$ cat src/rtl/core/tgd_step_unit.sv
// shared subtract and compare unit used by the sequencer
`timescale 1ns / 1ps
module tgd_step_unit #(
  parameter int W = 8
) (
  input  logic [W-1:0] a,
  input  logic [W-1:0] b,
  output logic [W-1:0] diff,
  output logic         ge
);
  logic [W:0] wide;

  assign wide = {1'b0, a} - {1'b0, b};
  assign diff = wide[W-1:0];
  assign ge   = ~wide[W];
endmodule

$ cat config.mk
export PLATFORM = sky130hd
export DESIGN_NAME = tgd_step_unit
export DESIGN_NICKNAME = d
export VERILOG_FILES = /design/src/rtl/core/tgd_step_unit.sv
export SDC_FILE = /design/constraint.sdc
export NUM_CORES = 1
export LEC_CHECK = 0
export BUFFER_PORTS_ARGS = -buffer_cell sky130_fd_sc_hd__buf_2
export CAP_MARGIN = 15
export CORE_AREA = 2 2 39 41
export DETAILED_ROUTE_END_ITERATION = 10
export DIE_AREA = 0 0 41 43
export PLACE_DENSITY = 0.59
export SETUP_SLACK_MARGIN = 0.15
export SYNTH_ARGS = -nofsm -noshare
export SYNTH_HDL_FRONTEND = slang
export SYNTH_SLANG_ARGS = --single-unit
$ cat constraint.sdc
create_clock -name vclk -period 3.2
set_clock_uncertainty 0.15 [all_clocks]
set_input_delay 0.48 -clock vclk [all_inputs]
set_output_delay 0.48 -clock vclk [all_outputs]
set_load 0.02 [all_outputs]
==> summary.txt, run 1 <==
GRT
  – Grt total ovfl: 0
  – Vias in the first global route: 319
  – Initial antenna violation count: 0
  – Pin count of the biggest net entering global routing: 6
  – GRT Overall Usage: 8.40%
  – Global-route wire length before repair: 1140 um

Status
  – Outcome: completed

Die
  – Area of the core: 1380 um^2
  – Chip Width: 41 um
  – # rows: 14
  – IO Pins: 25
  – Die extent in y: 43 um
  – Die area: 1760 um^2
  – Initial core utilization: 25.6%

Cells and area
  – Layout net count: 101
  – Number of non-filler instances in the completed layout: 90
  – Layout cells sized above 1: 39.2%
  – Seq cells: 0
  – Combined area of the multi-input logic cells: 309 um^2
  – Diode count: 0
  – Area delta synth->final: 41.0%
  – # fillers: 151
  – Clock buffer count: 0
  – Post-Route Utilization: 36.1%
  – Register area: 0 um^2

Yosys
  – Synth area leader: ha_1
  – Most common cell in the netlist: inv_1
  – Largest family of logic cells by synthesized area: adder cells
  – Synthesized instance count: 49
  – Synth top cells by count: inv_1, ha_1, nor2_1
  – Xor-xnor portion of the synthesized cell area: 9.89%
  – Register area share after synthesis: 0%
  – Post-synth cell types: 20
  – Mux share of post-synthesis cell area: 0%
  – Avg Cell Area, Syn: 7.23 um^2
  – Area contributors post-synth: ha_1, inv_1, xnor2_1
  – Syn Nets: 74
  – Adder-cell share of the synthesized area: 33.9%
  – Post-Synth Simple-Gate Area: 16.3%
  – Syn. warnings: 0
  – Compound-cell area share of the yosys netlist: 27.2%
  – Cell area after synthesis: 354 um^2
  – Share of Yosys cell area claimed by the top area cell type: 28.3%

STA
  – Final Max Slew Viols: 0
  – Worst-Margin Slew: 0.201 ns
  – Final TNS setup: 0 ns
  – Hold WS: 1.17 ns
  – Worst relative slew slack: 86.5%
  – Final-report setup violation count: 0
  – Fmax: 374 MHz
  – Period utilization: 83.5%
  – Tmin final: 2.67 ns
  – Final Hold Vio Count: 0
  – RSZ-0062 raised after global routing: false

Route
  – Final WL: 685 um
  – Remaining antenna violation count: 0
  – DR pass1 iterations: 2
  – Post-DR wirelength/cell: 7.61 um
  – Initial drt markers: 3
  – Number of remaining DRC errors: 0
  – Via Count: 382
  – Via density: 4.24

Critical path
  – Max FO, Critical Path: 3
  – Worst path required time: 2.57 ns
  – Crit path launch: a[0]
  – Critical Path Source Type: primary input
  – Crit Path Category: primary input to primary output
  – Crit. End Element: primary output
  – Data arrival, critical path: 2.04 ns

Place
  – RD Place Congestion: 0.646
  – DP HPWL: 645 um
  – Placed Cells: 90
  – IO buf count: 25

Power
  – Worst VDD drop: 0.0000788 V
  – Comb power frac: 100.0%
  – Sequential share of power: 0%
  – Power Total: 119 uW
  – P_sw: 66.5 uW
  – P_leak: 0.000293 uW
  – Pwr Density: 238 nW/um^2
  – Internal Pwr Total: 52.3 uW
  – Clk network pwr share: 0%
  – Switching Fraction: 56.0%

Clock tree
  – Cts hold-fix bufs: 0
  – Quantity of gates resized following cts: 0
  – # Post-CTS Setup Buffers: 0

Min path
  – Worst Hold Launch: b[0]
  – Worst Hold Class: primary input to primary output
  – WHS Endpoint: diff[0]
  – Worst hold stages: 4

Run
  – MaxCap Viol Count: 0
==> per-stage QoR <==
| step | instance area (um^2) | setup slack, ns |
|---|---|---|
| global placement | 499 | 0.545 |
| CTS | 499 | 0.515 |
| finish | 499 | 0.528 |
| global route | 499 | 0.427 |
| detailed placement | 499 | 0.516 |
| floorplan | 354 | 0.622 |
==> layout make-up <==
type / count / share of cell area (%)
Inverter: 12 / 9.02
Multi-Input combinational cell: 37 / 61.9
Tap cell: 16 / 4.01
Timing Repair Buffer: 25 / 25.1
==> power by group through the flow <==
stage | Sequential, uW | Clock (uW) | Combinational [uW]
after floorplan | 0 | 0 | 84.6
after global placement | 0 | 0 | 120
after detailed placement | 0 | 0 | 120
after CTS | 0 | 0 | 121
after global routing | 0 | 0 | 133
final | 0 | 0 | 119
==> worst max-delay path by stage <==
stage,to,slack (ns)
floorplan,ge,0.62
global placement,ge,0.54
detailed placement,ge,0.52
CTS,ge,0.52
global route,ge,0.43
finish,ge,0.53
==> critical path, stage by stage <==
cell      delay (ns)
buf_2           0.07
inv_1           0.03
ha_1            0.21
fa_1            0.44
nor2b_4         0.13
o21ai_2         0.07
a21boi_2        0.18
o21ai_1         0.11
a21oi_1         0.14
buf_2           0.18
==> layout by cell type (no fill, tap or decap) <==
cell / instances
o211ai_1: 1
ha_1: 8
a21oi_2: 1
o21ai_1: 1
nor2b_4: 1
inv_1: 12
nor3_1: 1
or3_1: 1
o22ai_1: 1
fa_1: 1
xnor2_1: 4
a21boi_1: 1
o21a_1: 3
nor2b_1: 1
o31a_1: 1
a21boi_2: 1
a21oi_1: 2
buf_2: 25
nor2_1: 6
o21ai_2: 1
nand2_1: 1
==> kinds of logic after synthesis <==
family                   after synthesis
AO/OA/AOI/OAI                         13
buffers and inverters                 12
AND/OR/NAND/NOR                       11
XOR/XNOR                               4
adder cells (fa/ha/maj)                9
==> layer usage <==
layer  vias to the layer above  track usage, %  wire length, um
li1                        212               -                -
met5                         -               0                0
met4                         0               0                0
met1                       150            10.8              270
met2                        20            14.7              302
met3                         0            1.57              112
Power figures use the tool's default switching activity.
==> inputs of run 2 (changes only) <==
PLACE_DENSITY = 0.61   (was 0.59)
clock period = 2.2 ns   (was 3.2 ns; I/O delays follow)
==> summary.txt, run 2 (synthesis results as in run 1) <==
Status
  – Outcome: completed

Critical path
  – Data arrival, critical path: 1.69 ns (-0.35 ns)
  – Crit Path Category: primary input to primary output
  – Worst path required time: 1.72 ns (-0.85 ns)
  – Crit. End Element: primary output
  – Crit path launch: a[0]
  – Critical Path Source Type: primary input
  – Max FO, Critical Path: 3 (unchanged)

Route
  – Number of remaining DRC errors: 0 (unchanged)
  – Via Count: 439 (+15%)
  – DR pass1 iterations: 2 (unchanged)
  – Final WL: 834 um (+22%)
  – Remaining antenna violation count: 0 (unchanged)
  – Initial drt markers: 5 (+2)
  – Via density: 4.67 (+10%)
  – Post-DR wirelength/cell: 8.87 um (+17%)

Die
  – IO Pins: 25 (unchanged)
  – Die extent in y: 43 um (unchanged)
  – Area of the core: 1380 um^2 (unchanged)
  – Die area: 1760 um^2 (unchanged)
  – Chip Width: 41 um (unchanged)
  – Initial core utilization: 25.6% (unchanged)
  – # rows: 14 (unchanged)

Place
  – RD Place Congestion: 0.680 (+5.3%)
  – IO buf count: 25 (unchanged)
  – Dpl cell area: 544 um^2 (+9.0%)
  – DP HPWL: 743 um (+15%)
  – Placement Setup Slack: -0.120 ns (-0.636 ns)
  – Placed Cells: 92 (+2.2%)

GRT
  – Vias in the first global route: 381 (+19%)
  – GRT Overall Usage: 9.61% (+1.2 points)
  – Met1 GRT Util: 9.55% (-1.2 points)
  – GRT busiest layer: met2
  – Met3 usage: 0% (-1.6 points)
  – Met2 usage: 20.6% (+5.9 points)
  – Grt total ovfl: 0 (unchanged)
  – Global-route wire length before repair: 1300 um (+14%)
  – Initial antenna violation count: 0 (unchanged)
  – Pin count of the biggest net entering global routing: 6 (unchanged)

Run
  – MaxCap Viol Count: 0 (unchanged)

Cells and area
  – Number of non-filler instances in the completed layout: 94 (+4.4%)
  – Clock buffer count: 0 (unchanged)
  – # fillers: 156 (+3.3%)
  – Register area: 0 um^2 (unchanged)
  – Layout cells sized above 1: 53.8% (+15 points)
  – Area delta synth->final: 74.9%
  – Diode count: 0 (unchanged)
  – Fin area: 619 um^2 (+24%)
  – Seq cells: 0 (unchanged)
  – Most common cell after layout, fill and taps aside: buf_2
  – Combined area of the multi-input logic cells: 359 um^2 (+16%)
  – Layout net count: 105 (+4.0%)
  – Most frequent cells in the layout: buf_2, inv_1, buf_4

STA
  – Tmin final: 2.17 ns
  – Period utilization: 98.7%
  – Worst relative slew slack: 84.9% (-1.6 points)
  – Final Max Slew Viols: 0 (unchanged)
  – RSZ-0062 raised after global routing: true
  – Setup WS post-layout: 0.0281 ns (-0.500 ns)
  – Final-report setup violation count: 0 (unchanged)
  – Final Hold Vio Count: 0 (unchanged)
  – Final TNS setup: 0 ns (unchanged)
  – Fmax: 460 MHz
  – Worst-Margin Slew: 0.225 ns (+0.0241 ns)

Power
  – Pwr Density: 348 nW/um^2 (+46%)
  – P_leak: 0.000330 uW (+13%)
  – Worst VDD drop: 0.000114 V (+45%)

Min path
  – Worst Hold Class: primary input to primary output
  – Worst Hold Launch: b[0]
  – Worst hold stages: 4 (unchanged)
run 2: cell count changes in the layout (fill, tap and decap cells not counted), sizes merged:
cell	before	now
buf	25	29
run 2: final cells by class:
class	count	area share (%)
well taps	16	3.23
multi-input cells	37	58.0
repair buffers	29	30.3
inverters	12	8.48
run 2: what timing repair did:
action	in CTS	in global routing
hold endpoints to repair	0	0
pin swaps	8	3
setup buffers	1	1
hold buffers	0	0
gates resized for setup	12	4
setup endpoints to repair	5	5
run 2: report_power, final:
group | switching, uW | total (uW) | internal, uW
combinational | 109 | 216 | 106
sequential | 0 | 0 | 0
clock | 0 | 0 | 0
total | 109 | 216 | 106
run 2: critical path, cell delays in order:
cell	delay, ns
buf_8	0.08
inv_8	0.03
ha_4	0.15
fa_2	0.37
nor2b_4	0.12
o21ai_2	0.07
a21boi_2	0.19
o21ai_2	0.10
a21oi_2	0.12
buf_4	0.14
run 2: worst paths after layout:
kind / slack [ns] / to
worst max-delay path: 0.03 / diff[6]
worst min-delay path: 0.86 / diff[0]
run 2: routing by layer:
layer	part of all wire, %	vias to the layer above
met4	0	0
met2	57	16
met1	35	202
met5	0	-
li1	-	221
met3	8.0	0
run 2: per-stage QoR:
stage	hold slack, ns	total power [uW]	util, %
final	0.859	216	44.8
after floorplan	0.692	129	-
after detailed placement	0.908	190	39.3
after global placement	0.898	187	39.3
after global routing	0.868	236	44.8
after CTS	0.863	213	42.8
==> inputs of run 3 (changes only) <==
ABC_AREA = 1   (was default)
PLACE_DENSITY = 0.65   (was 0.61)
==> summary.txt, run 3 <==
STA
  – Final TNS setup: 0 ns (unchanged)
  – Fmax: 518 MHz (+13%)
  – Hold WS: 0.884 ns (+0.0249 ns)
  – Final-report setup violation count: 0 (unchanged)
  – Tmin final: 1.93 ns (-0.243 ns)
  – Worst relative slew slack: 85.7% (+0.86 points)
  – Period utilization: 87.7% (-11 points)
  – RSZ-0062 raised after global routing: false
  – Worst-Margin Slew: 0.214 ns (-0.0112 ns)
  – Final Hold Vio Count: 0 (unchanged)
  – Final Max Slew Viols: 0 (unchanged)

Yosys
  – Xor-xnor portion of the synthesized cell area: 6.48% (-3.4 points)
  – Post-Synth Simple-Gate Area: 36.7% (+20 points)
  – Area contributors post-synth: ha_1, nand2_1, inv_1
  – Most common cell in the netlist: nand2_1
  – Cell area after synthesis: 405 um^2 (+14%)
  – Synth top cells by count: nand2_1, inv_1, ha_1
  – Synthesized instance count: 75 (+53%)
  – Synth area leader: ha_1
  – Adder-cell share of the synthesized area: 29.6% (-4.3 points)
  – Largest family of logic cells by synthesized area: simple AND/OR/NAND/NOR gates
  – Avg Cell Area, Syn: 5.41 um^2 (-25%)
  – Share of Yosys cell area claimed by the top area cell type: 24.7% (-3.6 points)
  – Post-synth cell types: 13 (-35%)
  – Syn Nets: 100 (+35%)
  – Mux share of post-synthesis cell area: 0% (unchanged)
  – Syn. warnings: 0 (unchanged)
  – Compound-cell area share of the yosys netlist: 4.94% (-22 points)
  – Register area share after synthesis: 0% (unchanged)

Die
  – Area of the core: 1380 um^2 (unchanged)
  – # rows: 14 (unchanged)
  – Chip Width: 41 um (unchanged)
  – Initial core utilization: 29.3% (+3.7 points)
  – Die area: 1760 um^2 (unchanged)
  – Die extent in y: 43 um (unchanged)
  – IO Pins: 25 (unchanged)

GRT
  – Grt total ovfl: 0 (unchanged)
  – GRT Overall Usage: 11.5% (+1.9 points)
  – Pin count of the biggest net entering global routing: 6 (unchanged)
  – Vias in the first global route: 422 (+11%)
  – Global-route wire length before repair: 1550 um (+19%)
  – Initial antenna violation count: 0 (unchanged)

Cells and area
  – Number of non-filler instances in the completed layout: 117 (+24%)
  – Layout net count: 128 (+22%)
  – Fin area: 578 um^2 (-6.7%)
  – Area delta synth->final: 42.6%
  – Register area: 0 um^2 (unchanged)
  – Diode count: 0 (unchanged)
  – Layout cells sized above 1: 33.7% (-20 points)
  – Clock buffer count: 0 (unchanged)
  – Seq cells: 0 (unchanged)
  – Most common cell after layout, fill and taps aside: nand2_1
  – Most frequent cells in the layout: nand2_1, buf_2, inv_1

Critical path
  – Data arrival, critical path: 1.45 ns (-0.24 ns)
  – Worst path required time: 1.72 ns (about the same)
  – Critical Path Source Type: primary input
  – Crit Path Category: primary input to primary output
  – Max FO, Critical Path: 2 (-1)
  – Crit. End Element: primary output

Power
  – Power Total: 186 uW (-14%)
  – P_leak: 0.000403 uW (+22%)
  – Worst VDD drop: 0.000127 V (+11%)
  – Internal Pwr Total: 76.8 uW (-28%)
  – P_sw: 109 uW (-0.48%)
  – Switching Fraction: 58.6% (+7.9 points)
  – Sequential share of power: 0% (unchanged)
  – Clk network pwr share: 0% (unchanged)
  – Comb power frac: 100.0% (about the same)
  – Pwr Density: 321 nW/um^2 (-7.8%)

Route
  – Initial drt markers: 5 (unchanged)
  – Final WL: 861 um (+3.2%)
  – Via density: 4.20 (-10%)
  – DR pass1 iterations: 2 (unchanged)
  – Number of remaining DRC errors: 0 (unchanged)
  – Via Count: 491 (+12%)
  – Remaining antenna violation count: 0 (unchanged)
  – Post-DR wirelength/cell: 7.36 um (-17%)

Min path
  – Worst Hold Class: primary input to primary output
  – Worst hold stages: 4 (unchanged)

Status
  – Outcome: completed

Place
  – Placed Cells: 116 (+26%)
  – DP HPWL: 773 um (+4.0%)
  – IO buf count: 25 (unchanged)
  – Dpl cell area: 551 um^2 (+1.1%)
  – RD Place Congestion: 0.733 (+7.8%)

Run
  – MaxCap Viol Count: 0 (unchanged)
-- run 3: changes by cell type in the layout (fill, tap and decap cells not counted), moves of 3 or more --
cell,change
a21oi_1,+3
buf_2,+5
buf_4,-5
inv_1,+11
nand2_1,+23
nand3_1,+3
nor2_1,-3
o21a_1,-3
-- run 3: logic make-up after synthesis --
kind of cell    count (synthesis)
compound gates                  4
xor+xnor                        3
fa+ha+maj                       9
buf+inv                        24
simple gates                   35
-- run 3: timing repair --
action                                  in CTS  in global routing
gates resized for setup                      1                  5
buffers inserted                             0                  1
hold buffers                                 0                  0
endpoints found under the hold margin        0                  0
endpoints found under the setup margin       2                  2
pin swaps                                    0                  1
gates cloned                                 0                  0
-- run 3: metal layers --
| metal | wire (um) | up-vias | track usage (%) |
|---|---|---|---|
| li1 | - | 277 | - |
| met1 | 377 | 207 | 17.1 |
| met2 | 455 | 7 | 19.1 |
| met3 | 28 | 0 | 0 |
| met4 | 0 | 0 | 0 |
| met5 | 0 | - | 0 |
-- run 3: critical path: stages --
cell	delay, ns
buf_2	0.07
inv_1	0.03
ha_2	0.19
fa_2	0.37
buf_4	0.14
xnor2_1	0.14
buf_2	0.18
-- run 3: power groups by stage --
stage          Clock, uW  Combinational, uW  Sequential [uW]
2_1_floorplan          0                125                0
3_3_place_gp           0                176                0
3_5_place_dp           0                178                0
4_1_cts                0                179                0
5_1_grt                0                208                0
6_report               0                186                0
-- run 3: worst paths after layout --
kind	startpoint	endpoint	slack (ns)
worst max-delay path	a[0]	diff[2]	0.27
worst min-delay path	b[0]	diff[0]	0.88
-- run 3: area by class of cell --
cell class,instances,area (um^2)
inverters,24,90.1
fillers,161,806
well taps,16,20.0
repair buffers,26,138
multi-input cells,51,330
-- run 3: stage by stage --
stage,setup WS (ns),utilization [%]
after global placement,0.148,39.8
after floorplan,0.241,-
after CTS,0.197,40.0
after global routing,0.161,41.8
after detailed placement,0.140,39.8
final,0.271,41.8
